==> src/design/bbr_pkg.sv <==
package bbr_pkg;

  localparam int RBW = 11;
  localparam int PLW = 4;
  localparam int ROWW = 13;
  localparam int RUNW = 8;
  localparam int CFG_IDXW = 3;
  localparam int CFG_DW = 13;

  localparam int DEF_MAX_ROW_BYTES = 1024;
  localparam int DEF_MAX_ROWS = 4096;
  localparam int DEF_MAX_PLANES = 8;

  localparam logic [CFG_IDXW-1:0] CFG_ROW_BYTES = 3'd0;
  localparam logic [CFG_IDXW-1:0] CFG_PLANE_COUNT = 3'd1;
  localparam logic [CFG_IDXW-1:0] CFG_IMAGE_ROWS = 3'd2;
  localparam logic [CFG_IDXW-1:0] CFG_COMPRESSED = 3'd3;
  localparam logic [CFG_IDXW-1:0] CFG_HAS_MASK = 3'd4;

  localparam logic [RBW-1:0] RST_ROW_BYTES = 11'd40;
  localparam logic [PLW-1:0] RST_PLANE_COUNT = 4'd5;
  localparam logic [ROWW-1:0] RST_IMAGE_ROWS = 13'd256;
  localparam logic RST_COMPRESSED = 1'b1;
  localparam logic RST_HAS_MASK = 1'b0;

  localparam logic [1:0] KIND_LITERAL = 2'd0;
  localparam logic [1:0] KIND_REPEAT = 2'd1;
  localparam logic [1:0] KIND_NOP = 2'd2;

  localparam logic [1:0] PHASE_HEADER = 2'd0;
  localparam logic [1:0] PHASE_LITERAL = 2'd1;
  localparam logic [1:0] PHASE_REPEAT = 2'd2;

  typedef struct packed {
    logic [7:0] body;
    logic [1:0] kind;
    logic [RUNW-1:0] len;
  } entry_t;

  typedef struct packed {
    logic [RBW-1:0] row_bytes;
    logic [PLW-1:0] planes;
    logic [ROWW-1:0] rows;
    logic [PLW-1:0] slots;
    logic compressed;
  } cfg_t;

  typedef struct packed {
    logic [RBW-1:0] col;
    logic [PLW-1:0] plane;
    logic [ROWW-1:0] row;
  } pos_t;

  typedef struct packed {
    logic emit;
    pos_t pos;
    logic [RBW-1:0] start;
    logic [RUNW-1:0] n;
    logic done;
  } place_t;

endpackage

==> src/design/bbr_front.sv <==
module bbr_front (
  input  logic clk,
  input  logic rst,
  input  logic in_valid,
  output logic in_stall,
  input  logic [7:0] body_byte,
  output logic q_valid,
  output bbr_pkg::entry_t q_entry,
  input  logic q_pop
);

  bbr_pkg::entry_t slot [2];
  bbr_pkg::entry_t classified;
  logic wr_ptr;
  logic rd_ptr;
  logic [1:0] count;
  logic push;

  always_comb begin
    classified.body = body_byte;
    if (body_byte < 8'd128) begin
      classified.kind = bbr_pkg::KIND_LITERAL;
      classified.len = body_byte + 8'd1;
    end else if (body_byte > 8'd128) begin
      classified.kind = bbr_pkg::KIND_REPEAT;
      classified.len = 8'(9'd257 - {1'b0, body_byte});
    end else begin
      classified.kind = bbr_pkg::KIND_NOP;
      classified.len = '0;
    end
  end

  assign in_stall = (count == 2'd2);
  assign push = in_valid && !in_stall;
  assign q_valid = (count != 2'd0);
  assign q_entry = slot[rd_ptr];

  always_ff @(posedge clk) begin
    if (push) begin
      slot[wr_ptr] <= classified;
    end
  end

  always_ff @(posedge clk) begin
    if (rst) begin
      wr_ptr <= 1'b0;
      rd_ptr <= 1'b0;
      count <= 2'd0;
    end else begin
      if (push) begin
        wr_ptr <= !wr_ptr;
      end
      if (q_pop) begin
        rd_ptr <= !rd_ptr;
      end
      count <= count + {1'b0, push} - {1'b0, q_pop};
    end
  end

endmodule

==> src/design/bbr_back.sv <==
module bbr_back (
  input  logic clk,
  input  logic rst,
  input  bbr_pkg::cfg_t cfg,
  input  logic q_valid,
  input  bbr_pkg::entry_t q_entry,
  output logic q_pop,
  output logic out_valid,
  input  logic out_stall,
  output logic [2:0] plane_index,
  output logic [11:0] row_index,
  output logic [9:0] column_start,
  output logic [7:0] data_byte,
  output logic [7:0] repeat_count,
  output logic image_done
);

  function automatic bbr_pkg::pos_t advance(input bbr_pkg::pos_t p, input bbr_pkg::cfg_t c);
    bbr_pkg::pos_t r;
    r = p;
    r.col = '0;
    r.plane = p.plane + 4'd1;
    if (r.plane >= c.slots) begin
      r.plane = '0;
      if (p.row < c.rows) begin
        r.row = p.row + 13'd1;
      end
    end
    return r;
  endfunction

  function automatic bbr_pkg::pos_t settle(input bbr_pkg::pos_t p, input bbr_pkg::cfg_t c);
    return (p.col >= c.row_bytes) ? advance(p, c) : p;
  endfunction

  function automatic bbr_pkg::place_t place(input bbr_pkg::pos_t p,
                                            input logic [bbr_pkg::RUNW-1:0] cnt,
                                            input bbr_pkg::cfg_t c);
    bbr_pkg::place_t r;
    logic [bbr_pkg::RBW-1:0] left;
    logic [bbr_pkg::RBW-1:0] n;
    logic room;
    left = c.row_bytes - p.col;
    n = ({3'b0, cnt} < left) ? {3'b0, cnt} : left;
    room = (p.col < c.row_bytes) && (n != '0);
    r.pos = p;
    r.start = p.col;
    r.n = n[bbr_pkg::RUNW-1:0];
    if (room) begin
      r.pos.col = p.col + n;
    end
    r.emit = room && (p.plane < c.planes);
    r.done = (p.plane + 4'd1 == c.planes) && (p.row + 13'd1 == c.rows)
             && (r.pos.col >= c.row_bytes);
    return r;
  endfunction

  logic [1:0] phase;
  logic [1:0] phase_next;
  logic [bbr_pkg::RUNW-1:0] run_left;
  logic [bbr_pkg::RUNW-1:0] run_left_next;
  bbr_pkg::pos_t pos;
  bbr_pkg::pos_t pos_next;
  bbr_pkg::pos_t pos_a;
  bbr_pkg::place_t pl;
  logic [bbr_pkg::RUNW-1:0] run_dec;
  logic out_free;

  assign out_free = !out_valid || !out_stall;
  assign q_pop = q_valid && out_free;

  always_comb begin
    phase_next = phase;
    run_left_next = run_left;
    pos_next = pos;
    pos_a = settle(pos, cfg);
    pl = '0;
    run_dec = (run_left != '0) ? run_left - 8'd1 : '0;
    if (!cfg.compressed) begin
      phase_next = bbr_pkg::PHASE_HEADER;
      run_left_next = '0;
      pos_next = pos_a;
      if (pos_a.row < cfg.rows) begin
        pl = place(pos_a, 8'd1, cfg);
        pos_next = settle(pl.pos, cfg);
      end
    end else begin
      unique case (phase)
        bbr_pkg::PHASE_LITERAL: begin
          if (pos.row < cfg.rows) begin
            pl = place(pos, 8'd1, cfg);
            run_left_next = run_dec;
            pos_next = pl.pos;
            if (run_dec == '0) begin
              phase_next = bbr_pkg::PHASE_HEADER;
              pos_next = settle(pl.pos, cfg);
            end
          end
        end
        bbr_pkg::PHASE_REPEAT: begin
          if (pos.row < cfg.rows) begin
            pl = place(pos, run_left, cfg);
            run_left_next = '0;
            phase_next = bbr_pkg::PHASE_HEADER;
            pos_next = settle(pl.pos, cfg);
          end
        end
        default: begin
          phase_next = bbr_pkg::PHASE_HEADER;
          pos_next = pos_a;
          if (pos_a.row < cfg.rows) begin
            unique case (q_entry.kind)
              bbr_pkg::KIND_LITERAL: begin
                run_left_next = q_entry.len;
                phase_next = bbr_pkg::PHASE_LITERAL;
              end
              bbr_pkg::KIND_REPEAT: begin
                run_left_next = q_entry.len;
                phase_next = bbr_pkg::PHASE_REPEAT;
              end
              default: begin
              end
            endcase
          end
        end
      endcase
    end
  end

  always_ff @(posedge clk) begin
    if (rst) begin
      phase <= bbr_pkg::PHASE_HEADER;
      run_left <= '0;
      pos <= '0;
      out_valid <= 1'b0;
    end else begin
      if (q_pop) begin
        phase <= phase_next;
        run_left <= run_left_next;
        pos <= pos_next;
      end
      if (out_free) begin
        out_valid <= q_pop && pl.emit;
      end
    end
  end

  always_ff @(posedge clk) begin
    if (q_pop && pl.emit) begin
      plane_index <= pl.pos.plane[2:0];
      row_index <= pl.pos.row[11:0];
      column_start <= pl.start[9:0];
      data_byte <= q_entry.body;
      repeat_count <= pl.n;
      image_done <= pl.done;
    end
  end

endmodule

==> src/design/bitplane_byterun1_decoder.sv <==
// Bitplane body decoder for ByteRun1 (PackBits) or raw image data. One body
// byte is taken per transaction and at most one run comes out per byte, as
// plane, row, column, value and a repeat count clipped to the row end. The
// block sustains one byte per clock while the output is not stalled. A taken
// byte waits in the input queue; the run decoder, whose position update sets
// the rate, turns it into a run on the registered outputs. A two-entry queue
// lets input and output stall independently. Write registers only while idle;
// a write reaches its register, then a registered clamped copy, before use.
module bitplane_byterun1_decoder #(
  parameter int MAX_ROW_BYTES = bbr_pkg::DEF_MAX_ROW_BYTES,
  parameter int MAX_ROWS = bbr_pkg::DEF_MAX_ROWS,
  parameter int MAX_PLANES = bbr_pkg::DEF_MAX_PLANES
) (
  input  logic clk,
  input  logic rst,
  input  logic cfg_write,
  input  logic [bbr_pkg::CFG_IDXW-1:0] cfg_index,
  input  logic [bbr_pkg::CFG_DW-1:0] cfg_data,
  input  logic in_valid,
  output logic in_stall,
  input  logic [7:0] body_byte,
  output logic out_valid,
  input  logic out_stall,
  output logic [2:0] plane_index,
  output logic [11:0] row_index,
  output logic [9:0] column_start,
  output logic [7:0] data_byte,
  output logic [7:0] repeat_count,
  output logic image_done
);

  function automatic logic [bbr_pkg::RBW-1:0] clamp_rb(input logic [bbr_pkg::RBW-1:0] v);
    return (v == '0) ? 11'd1 :
           (int'(v) > MAX_ROW_BYTES) ? bbr_pkg::RBW'(MAX_ROW_BYTES) : v;
  endfunction

  function automatic logic [bbr_pkg::PLW-1:0] clamp_pl(input logic [bbr_pkg::PLW-1:0] v);
    return (v == '0) ? 4'd1 :
           (int'(v) > MAX_PLANES) ? bbr_pkg::PLW'(MAX_PLANES) : v;
  endfunction

  function automatic logic [bbr_pkg::ROWW-1:0] clamp_rows(input logic [bbr_pkg::ROWW-1:0] v);
    return (int'(v) > MAX_ROWS) ? bbr_pkg::ROWW'(MAX_ROWS) : v;
  endfunction

  logic [bbr_pkg::RBW-1:0] row_bytes;
  logic [bbr_pkg::PLW-1:0] plane_count;
  logic [bbr_pkg::ROWW-1:0] image_rows;
  logic compressed;
  logic has_mask_plane;
  bbr_pkg::cfg_t eff;
  logic q_valid;
  logic q_pop;
  bbr_pkg::entry_t q_entry;

  always_ff @(posedge clk) begin
    if (rst) begin
      row_bytes <= bbr_pkg::RST_ROW_BYTES;
      plane_count <= bbr_pkg::RST_PLANE_COUNT;
      image_rows <= bbr_pkg::RST_IMAGE_ROWS;
      compressed <= bbr_pkg::RST_COMPRESSED;
      has_mask_plane <= bbr_pkg::RST_HAS_MASK;
    end else if (cfg_write) begin
      unique case (cfg_index)
        bbr_pkg::CFG_ROW_BYTES: row_bytes <= cfg_data[bbr_pkg::RBW-1:0];
        bbr_pkg::CFG_PLANE_COUNT: plane_count <= cfg_data[bbr_pkg::PLW-1:0];
        bbr_pkg::CFG_IMAGE_ROWS: image_rows <= cfg_data[bbr_pkg::ROWW-1:0];
        bbr_pkg::CFG_COMPRESSED: compressed <= cfg_data[0];
        bbr_pkg::CFG_HAS_MASK: has_mask_plane <= cfg_data[0];
        default: begin
        end
      endcase
    end
  end

  always_ff @(posedge clk) begin
    if (rst) begin
      eff.row_bytes <= clamp_rb(bbr_pkg::RST_ROW_BYTES);
      eff.planes <= clamp_pl(bbr_pkg::RST_PLANE_COUNT);
      eff.rows <= clamp_rows(bbr_pkg::RST_IMAGE_ROWS);
      eff.slots <= clamp_pl(bbr_pkg::RST_PLANE_COUNT) + {3'b0, bbr_pkg::RST_HAS_MASK};
      eff.compressed <= bbr_pkg::RST_COMPRESSED;
    end else begin
      eff.row_bytes <= clamp_rb(row_bytes);
      eff.planes <= clamp_pl(plane_count);
      eff.rows <= clamp_rows(image_rows);
      eff.slots <= clamp_pl(plane_count) + {3'b0, has_mask_plane};
      eff.compressed <= compressed;
    end
  end

  bbr_front u_front (
    .clk(clk),
    .rst(rst),
    .in_valid(in_valid),
    .in_stall(in_stall),
    .body_byte(body_byte),
    .q_valid(q_valid),
    .q_entry(q_entry),
    .q_pop(q_pop)
  );

  bbr_back u_back (
    .clk(clk),
    .rst(rst),
    .cfg(eff),
    .q_valid(q_valid),
    .q_entry(q_entry),
    .q_pop(q_pop),
    .out_valid(out_valid),
    .out_stall(out_stall),
    .plane_index(plane_index),
    .row_index(row_index),
    .column_start(column_start),
    .data_byte(data_byte),
    .repeat_count(repeat_count),
    .image_done(image_done)
  );

  a_run_nonzero: assert property (@(posedge clk) disable iff (rst)
    out_valid |-> repeat_count != 8'd0)
    else $error("run with zero length");

  a_run_in_row: assert property (@(posedge clk) disable iff (rst)
    out_valid |-> ({1'b0, column_start} + {3'b0, repeat_count}) <= eff.row_bytes)
    else $error("run crosses row end");

  a_image_plane: assert property (@(posedge clk) disable iff (rst)
    out_valid |-> {1'b0, plane_index} < eff.planes)
    else $error("run on mask plane");

  a_done_last: assert property (@(posedge clk) disable iff (rst)
    out_valid && image_done |->
      ({1'b0, plane_index} + 4'd1 == eff.planes) && ({1'b0, row_index} + 13'd1 == eff.rows))
    else $error("done flag away from last plane row");

endmodule

==> config.mk <==
export PLATFORM = sky130hd
export DESIGN_NAME = bitplane_byterun1_decoder
export DESIGN_NICKNAME = d
export VERILOG_FILES = /design/src/design/bbr_pkg.sv /design/src/design/bbr_front.sv /design/src/design/bbr_back.sv /design/src/design/bitplane_byterun1_decoder.sv
export SDC_FILE = /design/constraint.sdc
export NUM_CORES = 1
export LEC_CHECK = 0
export BUFFER_PORTS_ARGS = -buffer_cell sky130_fd_sc_hd__buf_2
export CAP_MARGIN = 20
export CORE_ASPECT_RATIO = 1.75
export CORE_MARGIN = 10
export CORE_UTILIZATION = 61
export DETAILED_ROUTE_END_ITERATION = 10
export PLACE_DENSITY = 0.79
export REMOVE_ABC_BUFFERS = 1
export SLEW_MARGIN = 15
export SYNTH_ARGS = -nofsm -noshare
export SYNTH_HDL_FRONTEND = slang
export SYNTH_SLANG_ARGS = --single-unit
==> constraint.sdc <==
create_clock -name clk -period 10.2 [get_ports clk]
set_input_delay 2.04 -clock clk [delete_from_list [all_inputs] [get_ports clk]]
set_output_delay 2.04 -clock clk [all_outputs]
set_load 0.02 [all_outputs]
==> run metrics, run 1 <==
total length of routed wires=51,400 um; worst hold path cell count=1; Worst Hold Launch=compressed; Max Fclk=106 MHz; class of the most critical hold timing path=register to register; worst-path fanout max=13; number of endpoints failing setup at the final stage=0; buffers from clock root to sink, at most=2; width of the chip=137 um; drt pass-1 iters=6; post-layout total power=4290 uW; total leakage power=0.00643 uW; count of flip-flops with a built-in enable after synthesis=78; worst reg2reg setup slack=0.75 ns; final weighted congestion in routability-driven placement=1.09; end of the worst register-to-register path=u_back.pos[0]; most common library cell in the layout ignoring fill and taps=sky130_fd_sc_hd__nand2_1; number of library cell types mapped by synthesis=89; headroom to the max-slew limit=0.192; depth of the worst register-to-register path=36; area used by multi-input combinational logic=9470 um2; Reg-to-Reg Start=u_back.pos[17]; maximum number of pins on one net before global-route repair=66; share of synthesized area occupied by flip-flops and latches=0.306; number of buffers added on ports=72; number of placement rows=75; number of sinks on the clock net=185; CP max stage cell=sky130_fd_sc_hd__o2bb2ai_1; largest vdd supply drop=0.000173 V; CTS tree=built; Post-Layout Cell Count=2,152; fraction of the cycle the final worst path needs=0.926; warnings from Yosys=0; number of resized instances in the post-cts repair step=0; via count of the first global-routing pass=13,833; total global routing track utilization=0.334; proportion of layout cells with a drive suffix above 1=0.0965; CP Launch Type=register; max capacitance violation total=0; residual overflow from global routing=0; number of buffers created by CTS=17; TNS Setup=0 ns; status=finished, final reports clean; Mapped Cells=1,774; power density cells=269 nW/um2; synth-to-layout area growth=9.04%; highest-count cells in the layout ignoring fill and taps=sky130_fd_sc_hd__nand2_1, sky130_fd_sc_hd__ha_1, sky130_fd_sc_hd__o21ai_0; placed wire-length estimate=38,700 um; Setup Crit Path Kind=register to register; Final min period=9.45 ns; Antenna Cells=0; core area=23,800 um2; total placed cells including tap cells=2,118; Avg WL per Cell=23.9 um; synthesized area per cell=8.26 um2; critical path endpoint category=register; final hold slack=0.455 ns; Die Height=225 um; FF/Latch Area=4480 um2; worst setup skew after layout=0.0139 ns; overall via count from detail_route=14,242; slew at the pin closest to its max-slew limit=1.20 ns; buffers inserted by post-CTS timing repair=0; net count of the finished layout=2,011; RSZ-0062 raised after global routing=false; count of H-tree levels built during CTS=4; crit-path max cell delay=0.84 ns; worst endpoint data arrival time=9.76 ns; flops & latches, synth=185; Max Slew Vio Count=0; Main synth FF type=sky130_fd_sc_hd__dfxtp_1; DRC errors left=0; number of nets with antenna violations after routing=0; antenna violations before repair=1; number of hold-repair buffers added at the cts stage=0; post-synth design cell area=14,700 um2; Die ar.=30,900 um2; hold path endpoint=eff[0]; required time at the endpoint of the critical path=10.52 ns; Filler cells=2,026; clock network latency to the later pin of the worst-skew pair=0.47 ns; hold violation total from the final report=0; detailed router's first-iteration violation count=1,395; Top Ports=73; fraction of registers with async set/reset=0; wire length of the first global-routing pass=78,600 um; clock slew at the register clock pins of the worst setup and hold paths=0.08 ns; Clock Tree Root=sky130_fd_sc_hd__clkbuf_16; Vias/cell=6.62; initial core utilization=0.615
==> state kept, by name, indices dropped and copies added, names as in the netlist, 4 cells and up, named ones only <==
| register | flops |
|---|---|
| u_back.column_start | 10 |
| u_front.slot | 36 |
| u_back.pos | 28 |
| u_back.run_left | 8 |
| image_rows | 13 |
| row_bytes | 11 |
| eff | 33 |
| u_back.data_byte | 8 |
| u_back.row_index | 12 |
| u_back.repeat_count | 8 |
| plane_count | 4 |
==> routing by layer <==
| metal | part of all wire | global-route usage | wire length (um) | vias to the layer above |
|---|---|---|---|---|
| met2 | 0.49 | 0.557 | 25100 | 789 |
| met3 | 0.068 | 0.0513 | 3470 | 271 |
| li1 | - | - | - | 6539 |
| met1 | 0.35 | 0.359 | 17800 | 6641 |
| met5 | 0.00014 | 0 | 7 | - |
| met4 | 0.098 | 0.282 | 5040 | 2 |
==> per-stage QoR <==
| step | area, um2 | setup WS, ns | util |
|---|---|---|---|
| detailed placement | 15300 | 0.955 | 0.643 |
| global placement | 15300 | 1.03 | 0.643 |
| finish | 16000 | 0.754 | 0.670 |
| global route | 16000 | 0.331 | 0.670 |
| CTS | 16000 | 0.919 | 0.669 |
| floorplan | 14400 | 2.25 | - |
==> worst max-delay path, delay by kind of cell (launching register included) <==
kind | cells | cell delay [ns]
compound gates | 20 | 4.42
xor+xnor | 2 | 0.46
fa+ha+maj | 5 | 1.60
buf+inv | 3 | 0.25
flops | 1 | 0.73
mux | 1 | 0.68
simple gates | 5 | 1.14
==> worst max path at each step <==
stage,from,end,slack (ns),depth (start not counted)
finish,u_back.pos[17],u_back.pos[0],0.75,36
CTS,u_back.pos[17],u_back.pos[0],0.92,36
floorplan,u_back.pos[23],u_back.pos[5],2.25,33
global route,u_back.pos[18],u_back.pos[1],0.33,35
detailed placement,u_back.pos[17],u_back.pos[8],0.95,36
global placement,u_back.pos[17],u_back.pos[1],1.03,36
==> Yosys cell counts, drive strengths merged (20+ instances only) <==
cell    instances  area share
nand2         215       0.055
ha            147        0.13
o21ai         136       0.047
inv           120       0.031
nor2          116       0.030
a21oi         111       0.038
dfxtp         107        0.15
edfxtp         78        0.16
xnor2          70       0.042
clkbuf         54       0.014
nand3          53       0.018
nor3           43       0.016
xor2           39       0.023
a21o           30       0.015
nor4           27       0.012
nor2b          26       0.011
nand2b         24       0.010
and2           23      0.0098
mux2i          23       0.016
a211oi         22       0.012
o22ai          22      0.0094
buf            21      0.0076
nand4          20      0.0085
==> kinds of logic after synthesis <==
family          count (synthesis)  share of synthesized area
flops                         185                      0.306
mux                            39                     0.0280
buf+inv                       196                     0.0525
compound gates                481                      0.214
simple gates                  611                      0.203
xor+xnor                      109                     0.0651
fa+ha+maj                     151                      0.131
other cells                     2                   0.000512
==> final cells by class <==
| cell class | count | share of cell area |
|---|---|---|
| inverters | 121 | 0.0284 |
| clock buffers | 17 | 0.0266 |
| repair buffers | 97 | 0.0351 |
| well taps | 308 | 0.0241 |
| flip-flops and latches | 185 | 0.281 |
| multi-input cells | 1409 | 0.593 |
| clock inverters | 15 | 0.0126 |
==> report_power, final <==
part	internal, uW	total, uW	switching [uW]
Sequential	847	936	88.9
Clock	340	705	365
Combinational	916	2650	1730
Total	2100	4290	2190
Note: power is estimated with default switching activity, not from simulation.
==> run 2, diff against run 1 <==
MAX_ROUTING_LAYER = met4   (was default)
SKIP_LAST_GASP = 1   (was default)
SYNTH_HIERARCHICAL = 1   (was default)
==> run metrics, run 2 <==
max capacitance violation total=0 (unchanged); most numerous cell on the critical path=sky130_fd_sc_hd__ha_1; width of the chip=137 um (about the same); busiest grt layer=met2 (unchanged); synth-to-layout area growth=8.96% (was 9.04%); final weighted congestion in routability-driven placement=1.09 (about the same); Clock Tree Root=sky130_fd_sc_hd__clkbuf_16 (unchanged); detailed router's first-iteration violation count=1,330 (was 1,395); DRC errors left=0 (unchanged); total global routing track utilization=0.337 (was 0.334); drt pass-1 iters=7 (was 6); hold violation total from the final report=0 (unchanged); Setup Crit Path Kind=register to register (unchanged); GR Layer Usage met1=0.321 (was 0.359); Reg with most FFs=u_front/slot (was u_front.slot); post-synth design cell area=14,500 um2 (was 14,700 um2); antenna violations before repair=1 (unchanged); slew at the pin closest to its max-slew limit=1.07 ns (was 1.20 ns); end of the worst register-to-register path=u_back/pos[9] (was u_back.pos[0]); top cell type's share of synthesized area=0.162 (was 0.160); number of resized instances in the post-cts repair step=0 (unchanged); status=finished, final reports clean (unchanged); final hold slack=0.473 ns (was 0.455 ns); initial core utilization=0.619 (was 0.615); Max Slew Vio Count=0 (unchanged); Main synth FF type=sky130_fd_sc_hd__dfxtp_1 (unchanged); largest cells by area after synthesis=sky130_fd_sc_hd__edfxtp_1, sky130_fd_sc_hd__dfxtp_1, sky130_fd_sc_hd__ha_1, sky130_fd_sc_hd__a21oi_1, sky130_fd_sc_hd__xnor2_1 (was sky130_fd_sc_hd__edfxtp_1, sky130_fd_sc_hd__dfxtp_1, sky130_fd_sc_hd__ha_1, sky130_fd_sc_hd__nand2_1, sky130_fd_sc_hd__o21ai_0); number of hold-repair buffers added at the cts stage=0 (unchanged); TNS Setup=0 ns (unchanged); Max Fclk=107 MHz (was 106 MHz); wire length of the first global-routing pass=77,500 um (was 78,600 um); residual overflow from global routing=0 (unchanged); GR Util met2=0.576 (was 0.557); largest vdd supply drop=0.000190 V (was 0.000173 V); crit-path max cell delay=0.77 ns (was 0.84 ns); Avg WL per Cell=24.2 um (was 23.9 um); number of buffers added on ports=72 (unchanged); total length of routed wires=50,300 um (was 51,400 um); source of the critical timing path=u_back/pos[18] (was u_back.pos[17]); clock slew at the register clock pins of the worst setup and hold paths=0.08 ns (about the same); CTS tree=built (unchanged); critical path endpoint category=register (unchanged); standard cell area after detailed placement=15,200 um2 (was 15,300 um2); Final Util=0.675 (was 0.670); number of nets with antenna violations after routing=0 (unchanged); share of synthesized area occupied by flip-flops and latches=0.309 (was 0.306); worst hold path cell count=2 (was 1); depth of the worst register-to-register path=31 (was 36); cell type with the largest total area after synthesis=sky130_fd_sc_hd__edfxtp_1 (unchanged); Top Ports=73 (unchanged); warnings from Yosys=6 (was 0); worst-path fanout max=22 (was 13); Top Registers=u_front/slot (36), eff (33), u_back/pos (28) (was u_front.slot (36), eff (33), u_back.pos (28)); overall via count from detail_route=13,778 (was 14,242); required time at the endpoint of the critical path=10.51 ns (was 10.52 ns); Final min period=9.31 ns (was 9.45 ns); count of H-tree levels built during CTS=4 (unchanged); headroom to the max-slew limit=0.287 (was 0.192); power density cells=276 nW/um2 (was 269 nW/um2); maximum number of pins on one net before global-route repair=80 (was 66); total leakage power=0.00645 uW (was 0.00643 uW); buffers from clock root to sink, at most=2 (unchanged); FF/Latch Area=4480 um2 (unchanged); core area=23,400 um2 (was 23,800 um2); number of flip-flops under the largest register name=36 (unchanged); highest-count cells in the layout ignoring fill and taps=sky130_fd_sc_hd__nand2_1, sky130_fd_sc_hd__ha_1, sky130_fd_sc_hd__nor2_1 (was sky130_fd_sc_hd__nand2_1, sky130_fd_sc_hd__ha_1, sky130_fd_sc_hd__o21ai_0); worst reg2reg setup slack=0.89 ns (was 0.75 ns); count of flip-flops with a built-in enable after synthesis=78 (unchanged); buffers inserted by post-CTS timing repair=0 (unchanged); met3 routing resource usage after global routing=0.0695 (was 0.0513); net count of the finished layout=1,941 (was 2,011); synthesized area per cell=8.50 um2 (was 8.26 um2); number of placement rows=74 (was 75); most common library cell in the layout ignoring fill and taps=sky130_fd_sc_hd__nand2_1 (unchanged); CP max stage cell=sky130_fd_sc_hd__o21bai_1 (was sky130_fd_sc_hd__o2bb2ai_1); Filler cells=1,999 (was 2,026); number of library cell types mapped by synthesis=94 (was 89); final instance area=15,800 um2 (was 16,000 um2); worst endpoint data arrival time=9.62 ns (was 9.76 ns); fraction of the cycle the final worst path needs=0.913 (was 0.926); number of endpoints failing setup at the final stage=0 (unchanged); class of the most critical hold timing path=register to register (unchanged); clock network latency to the later pin of the worst-skew pair=0.46 ns (was 0.47 ns); fraction of registers with async set/reset=0 (unchanged); area used by multi-input combinational logic=9360 um2 (was 9470 um2); top cells by instance count after synthesis=sky130_fd_sc_hd__nand2_1, sky130_fd_sc_hd__ha_1, sky130_fd_sc_hd__nor2_1 (was sky130_fd_sc_hd__nand2_1, sky130_fd_sc_hd__ha_1, sky130_fd_sc_hd__o21ai_0); Vias/cell=6.62 (about the same); placed wire-length estimate=38,400 um (was 38,700 um); most frequently used cell type in the post-synthesis netlist=sky130_fd_sc_hd__nand2_1 (unchanged); worst setup skew after layout=0.0151 ns (was 0.0139 ns); RSZ-0062 raised after global routing=false (unchanged); proportion of layout cells with a drive suffix above 1=0.109 (was 0.0965); number of sinks on the clock net=185 (unchanged); Die Height=224 um (was 225 um); Critical Path Sink=u_back/pos[9] (was u_back.pos[0]); via count of the first global-routing pass=13,887 (was 13,833); flops & latches, synth=185 (unchanged); number of buffers created by CTS=17 (unchanged); Reg-to-Reg Start=u_back/pos[18] (was u_back.pos[17]); Mapped Cells=1,707 (was 1,774); CP Launch Type=register (unchanged); Die ar.=30,600 um2 (was 30,900 um2)
[run 2: cell count changes after synthesis, sizes merged, moves of 7 or more]
cell   change
nand2     -65
o21ai     -32
nor2      +19
o22ai     -11
o21a      +10
a21o       +9
a21oi      +9
mux2       +9
a211o      +8
inv        -8
or2        +8
nor4       -7
[run 2: area by class of cell]
| type | count | share of cell area |
|---|---|---|
| Multi-Input combinational cell | 1352 | 0.592 |
| Clock buffer | 18 | 0.0278 |
| Timing Repair Buffer | 92 | 0.0325 |
| Tap cell | 304 | 0.0241 |
| Sequential cell | 185 | 0.284 |
| Antenna cell | 1 | 0.000158 |
| Clock inverter | 14 | 0.0122 |
| Inverter | 114 | 0.0272 |
[run 2: where the power goes]
group | switching [uW] | total (uW) | internal, uW
Clock | 340 | 704 | 364
Sequential | 99.7 | 944 | 844
Combinational | 1770 | 2710 | 947
[run 2: stage by stage]
step | power, uW | cells | setup slack (ns)
after detailed placement | 3540 | 2046 | 1.24
after CTS | 4260 | 2078 | 1.19
after floorplan | 2650 | 1651 | 2.13
after global placement | 3500 | 2046 | 1.45
final | 4360 | 2080 | 0.886
after global routing | 4590 | 2080 | 0.482
[run 2: kinds of logic after synthesis]
logic type,Yosys count,share of synthesized area
simple gates,561,0.195
compound gates,469,0.213
buf+inv,186,0.0510
flops,185,0.309
fa+ha+maj,150,0.131
xor+xnor,109,0.0669
mux,45,0.0332
other cells,2,0.000518
[run 2: worst max-delay path: cells and delay by family (launching register included)]
family	cells	cell delay (ns)
compound gates	16	4.27
xor+xnor	2	0.44
fa+ha+maj	4	1.37
buf+inv	2	0.55
flops	1	0.50
simple gates	7	2.05
[run 2: routing by layer]
metal	share of wire	vias to the layer above
met5	0	-
met4	0.090	0
met3	0.066	283
met2	0.51	708
met1	0.34	6482
li1	-	6305
[run 2: how the worst min path moves through the flow]
stage,from,end,slack [ns]
after global routing,image_rows[0],image_rows[0],0.50
after global placement,compressed,compressed,0.44
after detailed placement,row_bytes[2],row_bytes[2],0.46
after floorplan,compressed,eff[0],0.41
final,row_bytes[2],row_bytes[2],0.47
after CTS,row_bytes[2],row_bytes[2],0.48
==> run 3, diff against run 2 <==
GPL_TIMING_DRIVEN = 0   (was default)
==> run metrics, run 3 (synthesis results as in run 2) <==
critical path endpoint category=register (unchanged); total leakage power=0.00643 uW (was 0.00645 uW); placed wire-length estimate=35,400 um (was 38,400 um); buffers inserted by post-CTS timing repair=0 (unchanged); headroom to the max-slew limit=0.315 (was 0.287); Avg WL per Cell=22.3 um (was 24.2 um); largest vdd supply drop=0.000155 V (was 0.000190 V); total global routing track utilization=0.314 (was 0.337); synth-to-layout area growth=8.89% (was 8.96%); power dissipated by switching net loads=2060 uW (was 2210 uW); share of total power consumed by net switching=0.490 (was 0.506); CTS tree=built (unchanged); worst hold path cell count=2 (unchanged); power density cells=267 nW/um2 (was 276 nW/um2); antenna violations before repair=0 (was 1); Post-Route M1 WL=16,300 um (was 17,000 um); Top Ports=73 (unchanged); min setup slack post-route=0.546 ns (was 0.886 ns); DP Worst Slack=0.355 ns (was 1.24 ns); post-layout total power=4210 uW (was 4360 uW); hold violation total from the final report=0 (unchanged); Clock Tree Root=sky130_fd_sc_hd__clkbuf_16 (unchanged); depth of the worst register-to-register path=33 (was 31); path length in cells of the critical path=33 (was 31); count of H-tree levels built during CTS=4 (unchanged); width of the chip=137 um (unchanged); highest-count cells in the layout ignoring fill and taps=sky130_fd_sc_hd__nand2_1, sky130_fd_sc_hd__ha_1, sky130_fd_sc_hd__nor2_1 (unchanged); Die Height=224 um (unchanged); clock slew at the register clock pins of the worst setup and hold paths=0.07 ns (was 0.08 ns); buffers from clock root to sink, at most=2 (unchanged); Antenna Cells=0 (was 1); core area=23,400 um2 (unchanged); RSZ-0062 raised after global routing=false (unchanged); proportion of layout cells with a drive suffix above 1=0.106 (was 0.109); cell internal pwr=2150 uW (was 2160 uW); Worst Path Buf+Inv=2 (unchanged); overall via count from detail_route=13,477 (was 13,778); worst endpoint data arrival time=9.98 ns (was 9.62 ns); highest metal used=met4 (unchanged); number of sinks on the clock net=185 (unchanged); fraction of the cycle the final worst path needs=0.946 (was 0.913); number of flip-flops under the largest register name=36 (unchanged); max capacitance violation total=0 (unchanged); number of nets with antenna violations after routing=0 (unchanged); DRC errors left=0 (unchanged); Reg with most FFs=u_front/slot (unchanged); final weighted congestion in routability-driven placement=1.02 (was 1.09); Filler cells=1,989 (was 1,999); wire length of the first global-routing pass=72,800 um (was 77,500 um); Final min period=9.65 ns (was 9.31 ns); number of buffers added on ports=72 (unchanged); class of the most critical hold timing path=register to register (unchanged); number of endpoints failing setup at the final stage=0 (unchanged); Max Fclk=104 MHz (was 107 MHz); total length of routed wires=46,100 um (was 50,300 um); met3 WL post-DR=2710 um (was 3300 um); number of buffers created by CTS=17 (unchanged); Max Slew Vio Count=0 (unchanged); most numerous cell on the critical path=sky130_fd_sc_hd__a21o_1 (was sky130_fd_sc_hd__ha_1); relative contribution of the clock network to total power=0.165 (was 0.162); slew at the pin closest to its max-slew limit=1.03 ns (was 1.07 ns); via count of the first global-routing pass=13,560 (was 13,887); CP Launch Type=register (unchanged); detailed router's first-iteration violation count=1,231 (was 1,330); status=finished, final reports clean (unchanged); number of hold-repair buffers added at the cts stage=0 (unchanged); Die ar.=30,600 um2 (unchanged); Setup Crit Path Kind=register to register (unchanged); combinational power share=0.609 (was 0.622); Top Registers=u_front/slot (36), eff (33), u_back/pos (28) (unchanged); maximum number of pins on one net before global-route repair=80 (unchanged); TNS Setup=0 ns (unchanged); worst-path fanout max=15 (was 22); required time at the endpoint of the critical path=10.53 ns (was 10.51 ns); worst setup skew after layout=0.0120 ns (was 0.0151 ns); number of resized instances in the post-cts repair step=0 (unchanged); initial core utilization=0.619 (unchanged); residual overflow from global routing=0 (unchanged); drt pass-1 iters=6 (was 7); crit-path max cell delay=0.72 ns (was 0.77 ns); Largest delay share family, worst path=compound AO/OA/AOI/OAI gates (unchanged); Vias/cell=6.52 (was 6.62); most common library cell in the layout ignoring fill and taps=sky130_fd_sc_hd__nand2_1 (unchanged); CP max stage cell=sky130_fd_sc_hd__and3_1 (was sky130_fd_sc_hd__o21bai_1); met2 wire length=23,300 um (was 25,500 um); number of placement rows=74 (unchanged); net count of the finished layout=1,930 (was 1,941); power share of the sequential group=0.226 (was 0.216); clock network latency to the later pin of the worst-skew pair=0.46 ns (about the same)
[run 3: cell types whose count changed in the layout (fill, tap and decap cells not counted), sizes merged]
| cell | before | now |
|---|---|---|
| clkinvlp | 1 | 0 |
| bufinv | 1 | 2 |
| clkinv | 7 | 6 |
| buf | 91 | 81 |
| diode | 1 | 0 |
[run 3: per-layer routing]
layer | global-route usage | vias to the layer above
li1 | - | 6287
met1 | 0.316 | 6343
met2 | 0.527 | 632
met3 | 0.0580 | 215
met4 | 0.231 | 0
met5 | - | -
[run 3: power groups by stage]
| stage | registers, uW | clock network (uW) | logic, uW |
|---|---|---|---|
| floorplan | 925 | 0 | 1730 |
| global placement | 962 | 0 | 2350 |
| detailed placement | 963 | 0 | 2460 |
| CTS | 947 | 705 | 2480 |
| global route | 959 | 731 | 2800 |
| finish | 950 | 697 | 2560 |
[run 3: worst paths after layout]
path                       start             to  slack, ns
setup / recovery  u_back/pos[20]  u_back/pos[9]       0.55
hold / removal      row_bytes[1]   row_bytes[1]       0.47
setup reg to reg  u_back/pos[20]  u_back/pos[9]       0.55
hold reg to reg     row_bytes[1]   row_bytes[1]       0.47
[run 3: stage by stage]
stage,std cells,hold slack (ns),instance area (um2),util
global route,2068,0.501,15800,0.674
CTS,2068,0.476,15800,0.674
global placement,2027,0.457,15000,0.640
finish,2068,0.475,15800,0.674
floorplan,1651,0.411,14300,-
detailed placement,2036,0.466,15200,0.647
[run 3: cell type report]
cell class | count | area, um2 | area share
multi-input cells | 1352 | 9390 | 0.595
inverters | 114 | 429 | 0.0272
flip-flops and latches | 185 | 4480 | 0.284
repair buffers | 81 | 483 | 0.0306
clock buffers | 19 | 454 | 0.0288
well taps | 304 | 380 | 0.0241
clock inverters | 13 | 169 | 0.0107
[run 3: worst register-to-register path: cells and delay by family, from the launching register on]
family	cells	cell delay, ns
simple gates	6	1.90
xor+xnor	1	0.25
mux	1	0.14
compound gates	18	4.79
fa+ha+maj	5	1.62
flops	1	0.59
buf+inv	2	0.28
